==> src/rtl/gkg_pkg.sv <==
// gkg_pkg: shared constants, types and helper functions of the gaussian kernel generator
`default_nettype none
package gkg_pkg;

	localparam int MAX_TAPS    = 63;
	localparam int MIN_TAPS    = 3;
	localparam int MIN_ODD     = MIN_TAPS | 1;
	localparam int MAX_ODD     = (MAX_TAPS % 2 == 0) ? MAX_TAPS - 1 : MAX_TAPS;
	localparam int FIXED_TAPS  = 3;
	localparam int IDX_W       = 6;
	localparam int CUT_W       = 12;
	localparam int SIG_W       = 16;
	localparam int COEF_W      = 24;
	localparam int TAP_W       = 40;
	localparam int SUM_W       = 48;
	localparam int DIV_W       = 64;
	localparam int DEN_W       = 48;
	localparam int STEP_W      = 7;
	localparam int QUEUE_DEPTH = 2;
	localparam int EXP_TERMS   = 13;

	localparam logic [CUT_W-1:0]  CUTOFF_RESET = 12'd768;
	localparam logic [31:0]       EXP_M1       = 32'd1580030169;
	localparam logic [TAP_W-1:0]  TAP_LIMIT    = 40'h7F_FFFF_FFFF;
	localparam logic [TAP_W-1:0]  ONE_Q22      = 40'h00_0040_0000;
	localparam logic [TAP_W-1:0]  HALF_Q22     = 40'h00_0020_0000;
	localparam logic [TAP_W-1:0]  TWO_Q22      = 40'h00_0080_0000;

	localparam logic [STEP_W-1:0] A_STEPS    = 7'd42;
	localparam logic [STEP_W-1:0] P_STEPS    = 7'd49;
	localparam logic [STEP_W-1:0] FULL_STEPS = 7'd64;

	typedef enum logic [1:0] {
		KIND_SMOOTH = 2'd0,
		KIND_D1     = 2'd1,
		KIND_D2     = 2'd2
	} kind_t;

	typedef struct packed {
		logic [SIG_W-1:0] sigma;
		logic [IDX_W-1:0] n;
		kind_t            kind;
		logic             norm;
	} job_t;

	typedef struct packed {
		logic              start;
		logic [DIV_W-1:0]  num;
		logic [DEN_W-1:0]  den;
		logic [STEP_W-1:0] steps;
	} div_req_t;

	typedef struct packed {
		logic             busy;
		logic             done;
		logic [DIV_W-1:0] quot;
	} div_rsp_t;

	typedef enum logic [4:0] {
		ST_IDLE,
		ST_GSET,
		ST_GDIVA,
		ST_EMUL,
		ST_EDIV,
		ST_EWAIT,
		ST_EPOW,
		ST_EPOWR,
		ST_GTAP,
		ST_GDIVP,
		ST_MLO,
		ST_MHI,
		ST_MSUM,
		ST_GDIV2,
		ST_ZGEN,
		ST_SRD,
		ST_SACC,
		ST_DSEL,
		ST_ORD,
		ST_OCALC,
		ST_ODIV,
		ST_OFMT
	} back_state_t;

	// clip a magnitude to the tap range and apply the sign
	function automatic logic signed [TAP_W-1:0] clamp_tap(input logic [DIV_W-1:0] mag,
			input logic neg);
		logic [TAP_W-1:0] m;
		m = (mag > DIV_W'(TAP_LIMIT)) ? TAP_LIMIT : mag[TAP_W-1:0];
		return neg ? -signed'(m) : signed'(m);
	endfunction

	// reciprocal of a series term index, floor(2^(32+l)/k)+1 with l = ceil(log2 k)
	function automatic logic [32:0] recip_k(input logic [3:0] k);
		logic [32:0] m;
		case (k)
			4'd1, 4'd2, 4'd4, 4'd8: m = 33'd4294967297;
			4'd3, 4'd6, 4'd12:      m = 33'd5726623062;
			4'd5, 4'd10:            m = 33'd6871947674;
			4'd7:                   m = 33'd4908534053;
			4'd9:                   m = 33'd7635497416;
			4'd11:                  m = 33'd6247225158;
			4'd13:                  m = 33'd5286113596;
			default:                m = '0;
		endcase
		return m;
	endfunction

	// quotient from the reciprocal product of a 32-bit value
	function automatic logic [32:0] recip_quot(input logic [64:0] p, input logic [3:0] k);
		logic [32:0] q;
		if (k == 4'd1) q = p[64:32];
		else if (k == 4'd2) q = {1'b0, p[64:33]};
		else if (k inside {[4'd3:4'd4]}) q = {2'b0, p[64:34]};
		else if (k inside {[4'd5:4'd8]}) q = {3'b0, p[64:35]};
		else q = {4'b0, p[64:36]};
		return q;
	endfunction

	// fixed kernels for zero sigma
	function automatic logic signed [TAP_W-1:0] zero_tap(input kind_t k,
			input logic [IDX_W-1:0] i, input logic [IDX_W-1:0] c);
		logic signed [TAP_W-1:0] v;
		v = '0;
		case (k)
			KIND_SMOOTH: begin
				v = (i == c) ? signed'(ONE_Q22) : '0;
			end
			KIND_D1: begin
				if (i < c) v = -signed'(HALF_Q22);
				else if (i == c) v = '0;
				else v = signed'(HALF_Q22);
			end
			KIND_D2: begin
				v = (i == c) ? -signed'(TWO_Q22) : signed'(ONE_Q22);
			end
			default: begin
				v = '0;
			end
		endcase
		return v;
	endfunction

endpackage
`default_nettype wire

==> src/rtl/gkg_if.sv <==
// gkg_if: handshake channel interfaces for requests, taps and the cutoff register
`default_nettype none
interface gkg_req_if;
	logic        valid;
	logic        ready;
	logic [15:0] sigma;
	logic [5:0]  requested_taps;
	logic [1:0]  kind;
	logic        normalize_enable;
	modport source (output valid, sigma, requested_taps, kind, normalize_enable, input ready);
	modport sink (input valid, sigma, requested_taps, kind, normalize_enable, output ready);
endinterface


interface gkg_cfg_if;
	logic        valid;
	logic        ready;
	logic [11:0] data;
	modport source (output valid, data, input ready);
	modport sink (input valid, data, output ready);
endinterface
`default_nettype wire

==> src/rtl/gkg_front.sv <==
// gkg_front: request intake, cutoff register and tap count
`default_nettype none
module gkg_front (
	input  logic          clk,
	input  logic          arst_n,
	gkg_req_if.sink       req,
	gkg_cfg_if.sink       cfg,
	output logic          push,
	output gkg_pkg::job_t push_job,
	input  logic          full
);
	import gkg_pkg::*;

	logic [CUT_W-1:0] cutoff_q;
	logic [27:0]      prod;
	logic [12:0]      half;
	logic [13:0]      n_raw;
	logic [13:0]      n_odd;
	logic [13:0]      n_fit;

	assign cfg.ready = 1'b1;
	assign req.ready = !full;

	always_ff @(posedge clk or negedge arst_n) begin
		if (!arst_n) begin
			cutoff_q <= CUTOFF_RESET;
		end else if (cfg.valid) begin
			cutoff_q <= cfg.data;
		end
	end

	always_comb begin
		prod = 28'(cutoff_q) * 28'(req.sigma);
		half = 13'((29'(prod) + 29'h0_FFFF) >> 16);
		if (req.requested_taps != '0) begin
			n_raw = 14'(req.requested_taps);
		end else if (req.sigma == '0) begin
			n_raw = 14'(MIN_TAPS);
		end else begin
			n_raw = {half, 1'b1};
		end
		n_odd = n_raw | 14'd1;
		if (n_odd < 14'(MIN_TAPS)) begin
			n_fit = 14'(MIN_ODD);
		end else if (n_odd > 14'(MAX_TAPS)) begin
			n_fit = 14'(MAX_ODD);
		end else begin
			n_fit = n_odd;
		end
		push_job.sigma = req.sigma;
		push_job.kind  = kind_t'(req.kind);
		push_job.norm  = req.normalize_enable && (req.sigma != '0);
		if (req.sigma == '0 && req.kind != KIND_SMOOTH) begin
			push_job.n = IDX_W'(FIXED_TAPS);
		end else begin
			push_job.n = n_fit[IDX_W-1:0];
		end
	end

	// unused kind code is dropped here
	assign push = req.valid && req.ready && (req.kind inside {KIND_SMOOTH, KIND_D1, KIND_D2});

endmodule
`default_nettype wire

==> src/flat_wrapper.sv <==
// flat-port wrapper written by rule: the top's interface ports become plain ports
module gkg_front_flat import gkg_pkg::*;
  (clk, arst_n, push, push_job, full, req_valid, req_sigma, req_requested_taps, req_kind, req_normalize_enable, req_ready, cfg_valid, cfg_data, cfg_ready);
  gkg_req_if req_i ();
  gkg_cfg_if cfg_i ();
  input  logic clk;
  input  logic arst_n;
  output logic push;
  output gkg_pkg::job_t push_job;
  input  logic full;
  input wire logic [$bits(req_i.valid)-1:0] req_valid;
  input wire logic [$bits(req_i.sigma)-1:0] req_sigma;
  input wire logic [$bits(req_i.requested_taps)-1:0] req_requested_taps;
  input wire logic [$bits(req_i.kind)-1:0] req_kind;
  input wire logic [$bits(req_i.normalize_enable)-1:0] req_normalize_enable;
  output wire logic [$bits(req_i.ready)-1:0] req_ready;
  input wire logic [$bits(cfg_i.valid)-1:0] cfg_valid;
  input wire logic [$bits(cfg_i.data)-1:0] cfg_data;
  output wire logic [$bits(cfg_i.ready)-1:0] cfg_ready;
  assign req_i.valid = req_valid;
  assign req_i.sigma = req_sigma;
  assign req_i.requested_taps = req_requested_taps;
  assign req_i.kind = req_kind;
  assign req_i.normalize_enable = req_normalize_enable;
  assign req_ready = req_i.ready;
  assign cfg_i.valid = cfg_valid;
  assign cfg_i.data = cfg_data;
  assign cfg_ready = cfg_i.ready;
  gkg_front u_core (.clk(clk), .arst_n(arst_n), .req(req_i), .cfg(cfg_i), .push(push), .push_job(push_job), .full(full));
endmodule
==> config.mk <==
export PLATFORM = sky130hd
export DESIGN_NAME = gkg_front_flat
export DESIGN_NICKNAME = d
export VERILOG_FILES = /design/src/rtl/gkg_pkg.sv /design/src/rtl/gkg_if.sv /design/src/rtl/gkg_front.sv /design/src/flat_wrapper.sv
export SDC_FILE = /design/constraint.sdc
export NUM_CORES = 1
export LEC_CHECK = 0
export BUFFER_PORTS_ARGS = -buffer_cell sky130_fd_sc_hd__buf_4
export CAP_MARGIN = 15
export CORE_MARGIN = 2
export CORE_UTILIZATION = 61
export DETAILED_ROUTE_END_ITERATION = 16
export PLACE_DENSITY = 0.81
export SKIP_LAST_GASP = 1
export SYNTH_ARGS = -nofsm -noshare
export SYNTH_HDL_FRONTEND = slang
export SYNTH_SLANG_ARGS = --single-unit
export TNS_END_PERCENT = 30
==> constraint.sdc <==
create_clock -name clk -period 7.37 [get_ports clk]
set_clock_uncertainty 0.15 [all_clocks]
set_input_delay 0.3685 -clock clk [delete_from_list [all_inputs] [get_ports clk]]
set_output_delay 0.3685 -clock clk [all_outputs]
set_load 0.02 [all_outputs]
# Yosys cells after proc, flatten, opt, wreduce, memory -nomap -nowiden
# Index checks and enable logic that the tools add are counted.
op_classes:
  add_sub_neg: 1
  n_mul: 1
  magnitude_cmp: 2
  n_eq_ne: 2
  muxes: 5
  reduce_logical: 11
ops:
  columns: ["cell", "count"]
  rows:
  - ["adder 28 x 16 -> 29 bit (second input constant)", 1]
  - ["multiplier 12 x 16 -> 28 bit", 1]
  - ["2-to-1 mux 14 bit", 2]
  - ["2-to-1 mux 6 bit", 3]
  - ["zero test 16 bit", 1]
  - ["nonzero test 16 bit", 1]
  - ["greater-than comparator 14 x 6 -> 1 bit (second input constant)", 1]
  - ["< comparator 14 x 2 -> 1 bit (second input constant)", 1]
  - ["nonzero test 6 bit", 1]
  - ["logical AND 1 bit", 4]
  - ["nonzero test 3 bit", 1]
  - ["== test 2 x 1 -> 1 bit (second input constant)", 1]
  - ["== test 2 bit (second input constant)", 1]
  - ["zero test 2 bit", 1]
  - ["nonzero test 2 bit", 1]
  - ["zero test 1 bit", 1]
totals:
  regBits: 12
  inputBits: 42
  output_inout_bits: 28
  word_cells: 23

# Depth between registers and ports, before layout
depth:
  depth_word: 8
  ltp_mapped: 21
  mapped_depth_nobuf: 19

# Least setup slack after synthesis
# No wires, ideal clock.
synth_path:
  kind: "reg-to-output"
  from: "reg u_core.cutoff_q[8]"
  to: "out push_job[5] (netlist name)"
  arrival_ps: 5611
  required_time_ps: 6852
  setup_slack_ps: 1241
  path_stages_with_launch: 20
  path_buffers: 1
  path_cell_list: "dfstp_2 -> clkbuf_1 -> nand2_1 -> fa_1 -> inv_1 -> fa_1 -> fa_1 -> fa_1 -> inv_1 -> fa_1 -> inv_1 -> ha_1 -> and4_4 -> and3_4 -> o221ai_4 -> nand3_1 -> o311ai_1 -> o311ai_1 -> o41ai_4 -> nand2_1"
synth_rtl:
  columns: ["item", "line_no", "source"]
  rows:
  - ["start: declaration", "gkg_front.sv:14", "logic [CUT_W-1:0] cutoff_q;"]
  - ["start signal: assignment", "gkg_front.sv:28", "cutoff_q <= cfg.data;"]
  - ["end: declaration", "flat_wrapper.sv:9", "output gkg_pkg::job_t push_job;"]

==> summary.txt <==
Route
  – Pre-Repair DR Iteration Count: 5
  – Vias per cell: between 5 and 6
  – Drt total wl: between 15 and 20 mm
  – Routed wl met3: about 1.1 mm
  – Top Layer Used: met4
  – Detailed Route Iter0 Violations: between 500 and 600
  – DR vias: about 6100
  – Drt drc: 0
  – Metal2 WL: slightly above 9 mm
  – Antenna Nets Post-Route: 0
  – Met1 WL: 6.61 mm
  – Routed len/inst: about 16 microns

Timing
  – Final min period: just under 7 ns
  – Fin. Hold Viols: 0
  – Slew Viols, Final: 0
  – Worst Tran Pin Value: 0.690 ns
  – Setup TNS: 0 ns
  – Final setup margin: between 0.4 and 0.5 ns
  – RSZ-0062 raised after global routing: false
  – Post-route clock period utilization: a little over nine tenths
  – Slew headroom: approximately 54%
  – Max Fclk: ~0.14 GHz
  – # setup viols final: 0

Placed design
  – Placed Area: between 8000 and 9000 sq um
  – Pre-CTS WS: around 0.78 ns
  – Detail Placement HPWL: roughly 14 mm
  – GPL Wtd Cong: a little over 0.9
  – Port Buffers: between 60 and 70

Synth
  – Cells after synthesis: about 910
  – Predominant post-synthesis flop cell: dfrtp_1
  – Cell with the most instances after synthesis: inv_1
  – Syn Area/Cell: approximately 8.5 sq um
  – Register bit total from synthesis: 12
  – Synthesized area: approximately 7700 sq um
  – Cell taking the most area after synthesis: fa_1
  – Post-synthesis sequential area ratio: under 10%
  – Top cell type's share of synthesized area: between 30% and 40%
  – Synth top area cells: fa_1, ha_1, inv_1, and2_1, nand2_1
  – Synth cell count leaders: inv_1, fa_1, nand2_1
  – Number of flops mapped to enable cells by yosys: 0
  – Yosys cell types: 66
  – Async SR Flop Fraction: between 90% and 100%
  – Yosys warning total: 0

Critical path
  – CP max FO: 17
  – Crit path kind: flip-flop to output port
  – Worst path max stage delay: 0.57 ns
  – CP Buf/Inv Count: 5
  – WP data required: between 6 and 7 ns
  – Critical path capture point type: output port
  – Critical-path cell list: and2_1 -> fa_1 -> inv_1 -> fa_1 -> inv_1 -> fa_1 -> fa_1 -> inv_1 -> fa_1 -> inv_1 -> ha_1 -> a21oi_1 -> o21ai_1 -> o311ai_2 -> a31oi_1 -> nor4b_2 -> o311ai_1 -> o41ai_4 -> nand3_2 -> buf_4
  – Startpoint Class: flip-flop
  – Critical Path AT: around 6.4 ns
  – Delay-heaviest family, CP: adder cells
  – CP most frequent cell: fa_1
  – CP max stage cell: dfrtp_1

Global routing
  – GRT Util Overall: between 20% and 30%
  – Vias in the first global route: 6184
  – Initial antenna violation count: 0
  – Largest net degree at the start of global routing: 19
  – GR Overflow Total: 0
  – Global-route wire length before repair: roughly 29 mm

Final layout
  – N_diodes: 0
  – Register Area: 303 sq um
  – Area occupied by multi-input gates: 6260 sq um
  – Regs by FF count: u_core.cutoff_q (12)
  – Share of layout cells above drive strength 1: between 10% and 20%
  – Layout area overhead: 6.57%
  – Net count, final: around 1200
  – Util after Layout: between 60% and 70%
  – Max reg flops: 12
  – Finished Cell Area: 8170 sq um
  – Filler Cell Count: 1007
  – Largest register by flop count: u_core.cutoff_q

Run
  – Max Cap Violations: 0

Worst hold path
  – Hold crit path type: input port to flip-flop

Clock network
  – CTS sink cnt: 12
  – Root Buffer: clkbuf_16
  – Num CTS Buffers: 3
  – H-tree depth: 1
  – CTS tree: built
  – Max clock buf depth: 2
  – Cts repair resizes: 0
  – Reg clk slew, reported paths: roughly 0.040 ns
  – Clk_lat worst skew: 0.24 ns

Floorplan
  – # IOs: 70
  – Std-Cell Rows: 40
  – Total core area: 12200 sq um
  – Starting Density: a little over three fifths
  – Die Wd: between 100 and 150 microns
  – Die Area: 13500 sq um
  – Die height: about 120 microns

Status
  – Outcome: finished clean
## layout make-up
type / instances / area share (%)
clock buffer: 4 / 1.09
timing repair buffer: 68 / 6.28
sequential: 12 / 3.70
multi-input combinational: 624 / 76.6
tap: 168 / 2.57
inverter: 213 / 9.78
## path summary, 6_finish.rpt
kind,startpoint,end,slack (ns),cells after the start
max,u_core.cutoff_q[1],push_job[4],0.46,20
min,cfg_data[0],u_core.cutoff_q[0],0.21,2
max reg2reg,u_core.cutoff_q[5],u_core.cutoff_q[5],6.09,1
min reg2reg,u_core.cutoff_q[8],u_core.cutoff_q[8],0.65,1
max in group asynchronous,arst_n,u_core.cutoff_q[9],6.43,2
min in group asynchronous,arst_n,u_core.cutoff_q[3],0.41,2
## cells in the final DEF (no fill, tap or decap), types with 3 or more instances in the layout
| cell | n |
|---|---|
| a211oi_1 | 4 |
| a211oi_2 | 3 |
| a21o_1 | 6 |
| a21oi_1 | 21 |
| a31oi_1 | 3 |
| and2_1 | 93 |
| buf_4 | 67 |
| clkbuf_16 | 3 |
| dfrtp_1 | 10 |
| fa_1 | 149 |
| ha_1 | 72 |
| inv_1 | 213 |
| mux2_2 | 13 |
| nand2_1 | 130 |
| nand2b_1 | 3 |
| nand3_1 | 7 |
| nand4_1 | 7 |
| nor2_1 | 16 |
| nor3_1 | 6 |
| nor4_1 | 5 |
| o211ai_1 | 6 |
| o21a_1 | 3 |
| o21ai_0 | 17 |
| o21ai_1 | 3 |
| o22ai_1 | 4 |
| o311ai_1 | 3 |
| or3_1 | 3 |
## routing by layer
metal	track usage [%]	vias up
met4	7.14	0
met3	2.91	36
li1	-	2787
met2	48.8	227
met1	34.8	3019
met5	0	-
## what timing repair did
action	4_1_cts	5_1_grt
endpoints found under the hold margin	10	0
buffers inserted	0	0
hold buffers	1	0
## logic make-up after synthesis
| kind of cell | count (synthesis) | synth area share, % |
|---|---|---|
| flip-flops | 12 | 3.95 |
| AO/OA/AOI/OAI | 94 | 9.12 |
| buffers and inverters | 270 | 14.5 |
| multiplexers | 15 | 2.17 |
| AND/OR/NAND/NOR | 289 | 19.2 |
| other | 1 | 0.0489 |
| XOR/XNOR | 3 | 0.343 |
| adder cells (fa/ha/maj) | 221 | 50.6 |
## metrics by stage
stage               hold slack [ns]  std cells
floorplan                   -0.0771        906
global placement             0.0625       1084
detailed placement           0.0609       1084
CTS                           0.209       1089
global route                  0.209       1089
finish                        0.209       1089
Power is left out: the tool's default activity adds up to more than one toggle a clock period on the data nets, which glitch-free logic cannot reach.
