File: config.mk
export PLATFORM = sky130hd
export DESIGN_NAME = gkg_queue
export DESIGN_NICKNAME = d
export VERILOG_FILES = /design/src/rtl/gkg_pkg.sv /design/src/rtl/gkg_queue.sv
export SDC_FILE = /design/constraint.sdc
export NUM_CORES = 1
export LEC_CHECK = 0
export ABC_AREA = 1
export BUFFER_PORTS_ARGS = -buffer_cell sky130_fd_sc_hd__buf_2
export CAP_MARGIN = 25
export CORE_ASPECT_RATIO = 0.9
export CORE_MARGIN = 2
export CORE_UTILIZATION = 55
export CTS_CLUSTER_SIZE = 8
export DETAILED_ROUTE_END_ITERATION = 12
export HOLD_SLACK_MARGIN = 0.15
export PLACE_DENSITY = 0.84
export SLEW_MARGIN = 0
export SYNTH_ARGS = -nofsm -noshare
export SYNTH_HDL_FRONTEND = slang
export SYNTH_SLANG_ARGS = --single-unit
export TNS_END_PERCENT = 5
File: constraint.sdc
create_clock -name clk -period 6.1 [get_ports clk]
set_clock_uncertainty 0.05 [all_clocks]
set_input_delay 1.525 -clock clk [delete_from_list [all_inputs] [get_ports clk]]
set_output_delay 1.525 -clock clk [all_outputs]
set_load 0.005 [all_outputs]
File: src/rtl/gkg_pkg.sv
// gkg_pkg: shared constants, types and helper functions of the gaussian kernel generator
`default_nettype none
package gkg_pkg;

	localparam int MAX_TAPS    = 63;
	localparam int MIN_TAPS    = 3;
	localparam int MIN_ODD     = MIN_TAPS | 1;
	localparam int MAX_ODD     = (MAX_TAPS % 2 == 0) ? MAX_TAPS - 1 : MAX_TAPS;
	localparam int FIXED_TAPS  = 3;
	localparam int IDX_W       = 6;
	localparam int CUT_W       = 12;
	localparam int SIG_W       = 16;
	localparam int COEF_W      = 24;
	localparam int TAP_W       = 40;
	localparam int SUM_W       = 48;
	localparam int DIV_W       = 64;
	localparam int DEN_W       = 48;
	localparam int STEP_W      = 7;
	localparam int QUEUE_DEPTH = 2;
	localparam int EXP_TERMS   = 13;

	localparam logic [CUT_W-1:0]  CUTOFF_RESET = 12'd768;
	localparam logic [31:0]       EXP_M1       = 32'd1580030169;
	localparam logic [TAP_W-1:0]  TAP_LIMIT    = 40'h7F_FFFF_FFFF;
	localparam logic [TAP_W-1:0]  ONE_Q22      = 40'h00_0040_0000;
	localparam logic [TAP_W-1:0]  HALF_Q22     = 40'h00_0020_0000;
	localparam logic [TAP_W-1:0]  TWO_Q22      = 40'h00_0080_0000;

	localparam logic [STEP_W-1:0] A_STEPS    = 7'd42;
	localparam logic [STEP_W-1:0] P_STEPS    = 7'd49;
	localparam logic [STEP_W-1:0] FULL_STEPS = 7'd64;

	typedef enum logic [1:0] {
		KIND_SMOOTH = 2'd0,
		KIND_D1     = 2'd1,
		KIND_D2     = 2'd2
	} kind_t;

	typedef struct packed {
		logic [SIG_W-1:0] sigma;
		logic [IDX_W-1:0] n;
		kind_t            kind;
		logic             norm;
	} job_t;

	typedef struct packed {
		logic              start;
		logic [DIV_W-1:0]  num;
		logic [DEN_W-1:0]  den;
		logic [STEP_W-1:0] steps;
	} div_req_t;

	typedef struct packed {
		logic             busy;
		logic             done;
		logic [DIV_W-1:0] quot;
	} div_rsp_t;

	typedef enum logic [4:0] {
		ST_IDLE,
		ST_GSET,
		ST_GDIVA,
		ST_EMUL,
		ST_EDIV,
		ST_EWAIT,
		ST_EPOW,
		ST_EPOWR,
		ST_GTAP,
		ST_GDIVP,
		ST_MLO,
		ST_MHI,
		ST_MSUM,
		ST_GDIV2,
		ST_ZGEN,
		ST_SRD,
		ST_SACC,
		ST_DSEL,
		ST_ORD,
		ST_OCALC,
		ST_ODIV,
		ST_OFMT
	} back_state_t;

	// clip a magnitude to the tap range and apply the sign
	function automatic logic signed [TAP_W-1:0] clamp_tap(input logic [DIV_W-1:0] mag,
			input logic neg);
		logic [TAP_W-1:0] m;
		m = (mag > DIV_W'(TAP_LIMIT)) ? TAP_LIMIT : mag[TAP_W-1:0];
		return neg ? -signed'(m) : signed'(m);
	endfunction

	// reciprocal of a series term index, floor(2^(32+l)/k)+1 with l = ceil(log2 k)
	function automatic logic [32:0] recip_k(input logic [3:0] k);
		logic [32:0] m;
		case (k)
			4'd1, 4'd2, 4'd4, 4'd8: m = 33'd4294967297;
			4'd3, 4'd6, 4'd12:      m = 33'd5726623062;
			4'd5, 4'd10:            m = 33'd6871947674;
			4'd7:                   m = 33'd4908534053;
			4'd9:                   m = 33'd7635497416;
			4'd11:                  m = 33'd6247225158;
			4'd13:                  m = 33'd5286113596;
			default:                m = '0;
		endcase
		return m;
	endfunction

	// quotient from the reciprocal product of a 32-bit value
	function automatic logic [32:0] recip_quot(input logic [64:0] p, input logic [3:0] k);
		logic [32:0] q;
		if (k == 4'd1) q = p[64:32];
		else if (k == 4'd2) q = {1'b0, p[64:33]};
		else if (k inside {[4'd3:4'd4]}) q = {2'b0, p[64:34]};
		else if (k inside {[4'd5:4'd8]}) q = {3'b0, p[64:35]};
		else q = {4'b0, p[64:36]};
		return q;
	endfunction

	// fixed kernels for zero sigma
	function automatic logic signed [TAP_W-1:0] zero_tap(input kind_t k,
			input logic [IDX_W-1:0] i, input logic [IDX_W-1:0] c);
		logic signed [TAP_W-1:0] v;
		v = '0;
		case (k)
			KIND_SMOOTH: begin
				v = (i == c) ? signed'(ONE_Q22) : '0;
			end
			KIND_D1: begin
				if (i < c) v = -signed'(HALF_Q22);
				else if (i == c) v = '0;
				else v = signed'(HALF_Q22);
			end
			KIND_D2: begin
				v = (i == c) ? -signed'(TWO_Q22) : signed'(ONE_Q22);
			end
			default: begin
				v = '0;
			end
		endcase
		return v;
	endfunction

endpackage
`default_nettype wire

File: src/rtl/gkg_queue.sv
// gkg_queue: short job queue between front and back
`default_nettype none
module gkg_queue (
	input  logic          clk,
	input  logic          arst_n,
	input  logic          push,
	input  gkg_pkg::job_t push_job,
	output logic          full,
	input  logic          pop,
	output gkg_pkg::job_t pop_job,
	output logic          empty
);
	import gkg_pkg::*;

	localparam int PTR_W = $clog2(QUEUE_DEPTH);

	job_t                 ent_q [QUEUE_DEPTH];
	logic [PTR_W-1:0]     wr_q;
	logic [PTR_W-1:0]     rd_q;
	logic [PTR_W:0]       cnt_q;

	assign full    = (cnt_q == (PTR_W+1)'(QUEUE_DEPTH));
	assign empty   = (cnt_q == '0);
	assign pop_job = ent_q[rd_q];

	always_ff @(posedge clk or negedge arst_n) begin
		if (!arst_n) begin
			wr_q  <= '0;
			rd_q  <= '0;
			cnt_q <= '0;
		end else begin
			if (push) wr_q <= (wr_q == PTR_W'(QUEUE_DEPTH - 1)) ? '0 : wr_q + 1'b1;
			if (pop) rd_q <= (rd_q == PTR_W'(QUEUE_DEPTH - 1)) ? '0 : rd_q + 1'b1;
			if (push && !pop) cnt_q <= cnt_q + 1'b1;
			else if (pop && !push) cnt_q <= cnt_q - 1'b1;
		end
	end

	always_ff @(posedge clk) begin
		if (push) ent_q[wr_q] <= push_job;
	end

	assert property (@(posedge clk) disable iff (!arst_n) push |-> !full)
		else $error("queue push while full");
	assert property (@(posedge clk) disable iff (!arst_n) pop |-> !empty)
		else $error("queue pop while empty");
	assert property (@(posedge clk) disable iff (!arst_n) (push && !pop) |=> !empty)
		else $error("queue lost an item");

endmodule
`default_nettype wire

Yosys cells after proc, flatten, opt, wreduce, memory -nomap -nowiden
Memories as Yosys holds them, arrays and structs flattened.
Index checks and enable logic that the tools add are counted.
{"block": "classes", "addsub": 4, "mul": 0, "div": 0, "order_cmp": 0, "eq_ne": 1, "shift": 0, "muxes": 6, "bitwise_logic": 0, "n_reduce_logical": 6}
{"operator": "$mux W1", "n": 4}
{"operator": "$mux W2", "n": 2}
{"operator": "$add A1 B1 Y1 const B", "n": 2}
{"operator": "$add A2 B1 Y2 const B", "n": 1}
{"operator": "$eq A2 B2 Y1 const B", "n": 1}
{"operator": "$logic_and A1 B1 Y1", "n": 2}
{"operator": "$logic_not A1 Y1", "n": 2}
{"operator": "$logic_not A2 Y1", "n": 1}
{"operator": "$reduce_bool A2 Y1", "n": 1}
{"operator": "$sub A2 B1 Y2 const B", "n": 1}
{"block": "word_totals", "reg_bits": 4, "latch_bits": 0, "ram_bits": 50, "romBits": 0, "in_bits": 29, "output_inout_bits": 27, "wordCells": 21, "memories": 1}
{"memory": "ent_q", "words": 2, "width": 25, "rd": 1, "rd_ports_with_merged_regs": 0, "wr": 1, "line": "gkg_queue.sv:17", "text": "job_t ent_q [QUEUE_DEPTH];"}

Longest topological paths before layout
Gate-level depths: netlist of run 1.
{"block": "depth", "word_depth": 4, "mapped_depth": 7, "depth_no_buf": 7}

Least setup slack after synthesis of run 1
No wires, ideal clock.
{"block": "synth_timing", "path_type": "input to register", "from": "input push", "to": "memory ent_q[0][0] (netlist bit) (enable)", "setup_ns": 0.407, "arrival_time_ns": 2.622, "required_time_ns": 5.643, "path_slack_ns": 3.021, "cell_stages": 2, "n_path_buf": 0, "cell_sequence": "inv_1 nor2_1"}
{"block": "synth_via", "elab_chain_cells": 2}
{"element": "from (decl)", "line": "gkg_queue.sv:6", "text": "input logic push,"}
{"element": "$mux W1", "line": "gkg_queue.sv:40", "text": "if (push) ent_q[wr_q] <= push_job;"}
{"element": "$mux W1 (not written as such)", "line": "gkg_queue.sv:40"}
{"element": "to (decl)", "line": "gkg_queue.sv:17"}
No other way between the ends.

==> results.txt, run 1 <==
Setup_tns = 0 ps
CP Data Arrival Time = 1690 ps
Synth unique cells = 14
RSZ-0062 raised after global routing = false
CP required = 4530 ps
Die W = 69.3 um
Non-Filler Instances = 211
Critical Path Start Type = flop
Residual DRC = 0
Status = completed
Worst slew pin tran = 960 ps
I/O Buffers = 55
Row cnt = 21
# setup viols final = 0
Syn_nets = 133
Pwr Density = 428 nW/um^2
TritonCTS clock tree = done
Drt pass-1 iters = 4
Avg WL per Cell = 15.3 um
Fin nets = 194
Count of pins over their slew limit = 0
Peak Freq = 306 MHz
Routed WL = 3240 um
Clock slew seen by the registers of the worst setup and hold paths = 80 ps
Clock latency at the later pin of the worst-skew pair = 290 ps
GRT overflow = 0
Final worst-path cycle share = 53.5%
Global-route wire length before repair = 5110 um
Die height = 62.8 um
Seq/Total Area, Yosys = 75.8%
Area grow syn2layout = 19.4%
MaxCap Viol Count = 0
Clk sink count = 54
Synth Register Bits = 54
H-tree Lvls = 2
Largest net degree at the start of global routing = 26
Antenna cells = 0
Place WS = 3160 ps
Vias per std cell = 4.95
GRT Util Overall = 15.5%
Via Count = 1044
CP max FO = 20
Initial Util = 57.0%
Synthesis warning total = 0
Tmin final = 3270 ps
Initial antenna violation count = 0
Placed instance area = 2410 sq um
Core area = 3700 sq um
Synth Instances = 103
Average size of a mapped cell = 20.5 sq um
HP Class = flop to flop
Vias in the first global route = 1103
Iter 0 DRT Violations = 25
Clock Tree Root = clkbuf_8
Setup ws final = 2830 ps
Max VDD drop = 0.000284 V
Io pins = 56
Number of hold buffers added after CTS = 0
Die area = 4350 sq um
Final HPWL DP = 2360 um
Post_cts resized = 0
Mapped cell area = 2110 sq um
Setup CP Type = flop to output port
# placed instances = 203
Share of post-route cells with drive strength above 1 = 54.5%
Leak Pwr = 0.00105 uW
Antenna Nets Post-Route = 0
Clk buf depth = 2
Finished Cell Area = 2520 sq um
Global placer's final weighted congestion = 0.715
# Post-CTS Setup Buffers = 0
CTS buffer count = 5
Final hold violation count = 0
Crit. End Element = output port
Rel. slew slack = 35.9%
-- area by class of cell --
class / count / area, sq um
Timing Repair Buffer: 57 / 290
Tap cell: 46 / 57.6
Fill cell: 249 / 1180
Multi-Input combinational cell: 39 / 435
Clock inverter: 2 / 37.5
Inverter: 7 / 26.3
Clock buffer: 6 / 72.6
Sequential cell: 54 / 1600
-- cell usage in the layout (no fill, tap or decap) --
cell type	n
nand4_1	1
dfrtp_1	4
clkbuf_8	5
clkbuf_1	1
bufinv_16	1
buf_2	55
mux2_2	6
nand3_1	1
nor2_1	2
edfxtp_1	50
xnor2_1	1
xor2_1	2
ha_1	1
inv_1	7
buf_4	2
mux2_4	19
nand2_1	5
clkinvlp_4	1
nor2_2	1
-- worst max-delay path, stage by stage, from the launching register on --
cell and delay (ps):
dfrtp_1 510, buf_4 420, mux2_4 340, buf_2 130
-- cell usage after synthesis --
| master | count | share of area [%] |
|---|---|---|
| buf_6 | 1 | 0.53 |
| edfxtp_1 | 50 | 71 |
| nand2_1 | 5 | 0.89 |
| mux2_4 | 19 | 14 |
| dfrtp_1 | 4 | 4.7 |
| xor2_1 | 2 | 0.83 |
| mux2_2 | 6 | 3.2 |
| buf_12 | 2 | 1.9 |
| xnor2_1 | 1 | 0.41 |
| nand4_1 | 1 | 0.30 |
| ha_1 | 1 | 0.59 |
| nor2_1 | 3 | 0.53 |
| nand3_1 | 1 | 0.24 |
| inv_1 | 7 | 1.2 |
-- flip-flops by register name, indices dropped and copies added, names as in the netlist --
signal and count:
ent_q 50, cnt_q 2, rd_q 1, wr_q 1
-- through the flow --
step | util, % | total power, uW | hold WS (ps)
after global routing | 68.1 | 1140 | 492
final | 68.1 | 1080 | 469
after CTS | 68.1 | 1090 | 472
after detailed placement | 65.1 | 869 | 451
after floorplan | - | 775 | 413
after global placement | 65.1 | 852 | 428
-- power breakdown --
part | switching, uW | total, uW | internal [uW]
logic | 144 | 325 | 181
registers | 34.6 | 529 | 495
clock network | 103 | 225 | 122
total | 281 | 1080 | 798
-- cells by family after synthesis --
group	after synthesis	synth area share (%)
DFF	54	75.8
muxes	25	16.7
buffers and inverters	10	3.67
and+or+nand+nor	10	1.95
xor gates and xnor gates	3	1.24
adders and majority gates	1	0.592
-- per-layer routing --
metal,part of all wire (%),global-route usage (%)
met1,40,19.0
met2,53,26.9
met3,7.2,4.84
met4,0,3.68
met5,0,0
-- final timing paths --
| path | cells past startpoint | from | end | slack [ps] |
|---|---|---|---|---|
| max in group asynchronous | 1 | arst_n | rd_q | 4900 |
| hold / removal | 2 | cnt_q[1] | cnt_q[1] | 470 |
| setup reg to reg | 2 | wr_q | ent_q[1][4] | 4480 |
| hold reg to reg | 2 | cnt_q[1] | cnt_q[1] | 470 |
| setup / recovery | 3 | rd_q | pop_job[3] | 2830 |
| min in group asynchronous | 1 | arst_n | wr_q | 970 |
Power figures use the tool's default switching activity.
==> run 2: changes to the inputs <==
CORE_UTILIZATION = 46   (was 55)
PLACE_DENSITY = 0.75   (was 0.84)
clock period = 2.72 ns   (was 6.1 ns; I/O delays follow)
==> results.txt, run 2 (synthesis gave the netlist of run 1 again) <==
Status = completed
# setup viols final = 0
Avg WL per Cell = 14.5 um
Antenna Nets Post-Route = 0
Io pins = 56
Final worst-path cycle share = 78.9%
Die area = 5150 sq um
Comb power frac = 33.0%
Leak Pwr = 0.00108 uW
Max VDD drop = 0.000398 V
CP max FO = 11
Count of pins over their slew limit = 0
Residual DRC = 0
TritonCTS clock tree = done
Vias per std cell = 4.56
Clock latency at the later pin of the worst-skew pair = 300 ps
Clk pwr share = 18.3%
Switching Share = 27.6%
CP Data Arrival Time = 1420 ps
Final hold violation count = 0
Row cnt = 23
Die W = 75.4 um
Biggest regs = ent_q: 50 flops, cnt_q: 2 flops
RSZ-0062 raised after global routing = false
Share of post-route cells with drive strength above 1 = 55.3%
Top reg by flops = ent_q
Critical Path Start Type = flop
CTS buffer count = 5
Largest net degree at the start of global routing = 18
Area grow syn2layout = 21.9%
Final HPWL DP = 2370 um
Via Count = 1057
Clock Tree Root = clkbuf_8
Number of flip-flops in the largest register = 50
Clk buf depth = 2
Most frequent cells in the layout = buf_2 (55), edfxtp_1 (50), mux2_4 (19)
Core area = 4430 sq um
Flop pwr share = 48.7%
Tmin final = 2150 ps
Crit. End Element = output port
Iter 0 DRT Violations = 48
CP required = 1990 ps
Internal power = 1740 uW
Global-route wire length before repair = 5070 um
Fin nets = 199
HP Class = flop to flop
Most common cell after layout, fill and taps aside = buf_2
Routed WL = 3370 um
Vias in the first global route = 1063
P_sw = 664 uW
Global placer's final weighted congestion = 0.668
Antenna cells = 0
Clock slew seen by the registers of the worst setup and hold paths = 90 ps
Pwr Density = 936 nW/um^2
GRT Util Overall = 13.8%
Setup CP Type = flop to output port
Setup_tns = 0 ps
Peak Freq = 466 MHz
# Post-CTS Setup Buffers = 0
H-tree Lvls = 2
Initial Util = 47.7%
Fin util = 58.1%
Drt pass-1 iters = 4
Rel. slew slack = 86.2%
Die height = 68.3 um
MaxCap Viol Count = 0
Worst slew pin tran = 207 ps
GRT overflow = 0
Initial antenna violation count = 0
I/O Buffers = 55
Clk sink count = 54
==> run 2: cell types whose count changed in the layout (fill, tap and decap cells not counted) <==
| cell | change |
|---|---|
| clkinvlp_4 | -1 |
| clkinv_4 | +1 |
| buf_4 | +3 |
| dlygate4sd3_1 | +1 |
| bufinv_16 | -1 |
| inv_6 | +1 |
| buf_12 | +1 |
==> run 2: timing repair <==
item	CTS	global route
resized for setup	0	0
hold buffers	1	0
setup endpoints to repair	0	0
endpoints found under the hold margin	4	0
==> run 2: through the flow <==
stage          area [sq um]  hold WS [ps]  total power (uW)  instances  setup slack, ps
2_1_floorplan          2110           334              1740        103              486
3_3_place_gp           2470           429              1960        223              927
3_5_place_dp           2470           439              2000        223              905
4_1_cts                2570           462              2450        232              551
5_1_grt                2570           486              2550        232              483
6_report               2570           464              2410        232              574
==> run 2: layout make-up <==
type | count | area [sq um]
clock buffer | 6 | 72.6
inverter | 7 | 26.3
tap | 62 | 77.6
clock inverter | 2 | 17.5
timing repair buffer | 62 | 343
fill | 367 | 1860
sequential | 54 | 1600
multi-input combinational | 39 | 435
==> run 2: final timing paths <==
check	start	to	slack, ps	depth (start not counted)
max in group asynchronous	arst_n	cnt_q[1]	1840	2
setup / recovery	rd_q	pop_job[14]	570	3
min in group asynchronous	arst_n	rd_q	650	2
hold / removal	cnt_q[1]	cnt_q[1]	460	2
setup reg to reg	wr_q	ent_q[0][16]	1560	2
hold reg to reg	cnt_q[1]	cnt_q[1]	460	2
==> run 2: worst max-delay path, cell delays in order, from the launching register on <==
cell	delay, ps
dfrtp_1	400
buf_4	260
mux2_4	320
buf_2	130
==> run 2: per-layer routing <==
layer	part of all wire [%]	up-vias	global-route usage [%]
li1	-	513	-
met1	44	500	16.5
met2	49	42	22.5
met3	7.1	2	5.30
met4	0.36	0	5.92
met5	0	-	0
==> run 2: power groups by stage <==
stage | Sequential (uW) | Clock, uW | Combinational [uW]
after floorplan | 1170 | 0 | 567
after global placement | 1180 | 0 | 783
after detailed placement | 1190 | 0 | 804
after CTS | 1180 | 460 | 810
after global routing | 1190 | 487 | 870
final | 1170 | 439 | 796
==> run 3: changes to the inputs <==
CORE_UTILIZATION = 51   (was 46)
PLACE_DENSITY = 0.79   (was 0.75)
clock period = 2 ns   (was 2.72 ns; I/O delays follow)
==> results.txt, run 3 (synthesis gave the netlist of run 1 again) <==
Area grow syn2layout = 20.7%
Antenna Nets Post-Route = 0
Max Used Layer = met4
Non-Filler Instances = 217
WL met1 = 1380 um
Routed WL = 3370 um
Status = completed
Core area = 4020 sq um
Row cnt = 22
Switching Share = 27.2%
# placed instances = 209
Residual DRC = 0
Flop pwr share = 49.4%
Most frequent cells in the layout = buf_2 (55), edfxtp_1 (50), mux2_4 (19)
GRT overflow = 0
Crit-path slowest cell = dfrtp_1
Avg WL per Cell = 15.5 um
# fillers = 298
Setup_tns = 0 ps
Via Count = 1079
I/O Buffers = 55
Initial antenna violation count = 0
Peak Freq = 528 MHz
Die height = 65.1 um
Die W = 71.8 um
CP required = 1450 ps
Die area = 4670 sq um
CTS buffer count = 5
Critical Path Start Type = flop
Clk buf depth = 2
Clock latency at the later pin of the worst-skew pair = 290 ps
Cell family with most CP delay = flip-flops
Delay of the slowest cell on the worst path = 390 ps
Share of post-route cells with drive strength above 1 = 55.6%
Crit. End Element = output port
Top reg by flops = ent_q
Final hold violation count = 0
Rel. slew slack = 76.0%
H-tree Lvls = 2
Antenna cells = 0
Leak Pwr = 0.00107 uW
HP Class = input pin to flop
Internal power = 2350 uW
MaxCap Viol Count = 0
Iter 0 DRT Violations = 101
TritonCTS clock tree = done
CP max FO = 12
Overall power = 3230 uW
Max VDD drop = 0.000631 V
Io pins = 56
Vias per std cell = 4.97
Worst slew pin tran = 359 ps
Global-route wire length before repair = 5240 um
Final worst-path cycle share = 94.8%
P_sw = 881 uW
Most common cell after layout, fill and taps aside = buf_2
CP Data Arrival Time = 1350 ps
CP bufs+invs = 2
Initial Util = 52.6%
Setup CP Type = flop to output port
Worst-path cell chain = buf_6 -> mux2_4 -> buf_2
# Post-CTS Setup Buffers = 0
Pwr Density = 1270 nW/um^2
Global placer's final weighted congestion = 0.716
Final HPWL DP = 2520 um
Largest net degree at the start of global routing = 20
Clock slew seen by the registers of the worst setup and hold paths = 80 ps
Drt pass-1 iters = 4
Clock Tree Root = clkbuf_8
Clk sink count = 54
Biggest regs = ent_q: 50 flops, cnt_q: 2 flops
Met3 wire length = 261 um
Final hold slack = 338 ps
Number of flip-flops in the largest register = 50
Fin nets = 199
Fin util = 63.4%
Met2 Routed Length = 1700 um
Vias in the first global route = 1152
Comb power frac = 33.7%
Tmin final = 1900 ps
Count of pins over their slew limit = 0
GRT Util Overall = 15.5%
RSZ-0062 raised after global routing = false
# setup viols final = 0
Clk pwr share = 16.9%
==> run 3: cell count changes in the layout (fill, tap and decap cells not counted) <==
| cell | change |
|---|---|
| buf_4 | -1 |
| buf_6 | +1 |
| clkbuf_1 | -1 |
| clkinv_2 | +2 |
| clkinv_4 | -1 |
| inv_6 | -1 |
==> run 3: worst paths after layout <==
kind | depth (start not counted) | end | startpoint | slack, ps
setup reg to reg | 3 | ent_q[1][2] | wr_q | 680
hold reg to reg | 1 | wr_q | wr_q | 480
max in group asynchronous | 2 | rd_q | arst_n | 1290
setup / recovery | 3 | pop_job[6] | rd_q | 100
hold / removal | 1 | ent_q[0][10] | push_job[10] | 340
min in group asynchronous | 2 | cnt_q[0] | arst_n | 490
==> run 3: area by class of cell <==
cell class              instances  area (sq um)  area share (%)
repair buffers                 62           347            13.6
flip-flops and latches         54          1600            62.8
well taps                      48          60.1            2.36
multi-input cells              39           435            17.1
clock buffers                   5          68.8            2.70
inverters                       7          26.3            1.03
clock inverters                 2          10.0           0.393
==> run 3: repair_timing <==
item | in CTS | in global routing
gates resized for setup | 0 | 1
hold buffers | 1 | 0
hold endpoints to repair | 4 | 0
setup endpoints to repair | 0 | 3
==> run 3: layer usage <==
layer,track usage (%),vias up
li1,-,510
met1,17.7,521
met2,26.2,44
met3,6.53,4
met4,5.66,0
met5,0,-
==> run 3: metrics by stage <==
stage                     cell area, sq um  worst slack (ps)
after global placement                2460               410
after global routing                  2550              37.8
after CTS                             2540              41.5
after floorplan                       2110               368
final                                 2550               105
after detailed placement              2460               376
==> run 3: power groups by stage <==
stage	clock network [uW]	registers (uW)	logic [uW]
2_1_floorplan	0	1590	772
6_report	546	1600	1090
4_1_cts	568	1600	1100
5_1_grt	613	1620	1180
3_5_place_dp	0	1620	1100
3_3_place_gp	0	1600	1060
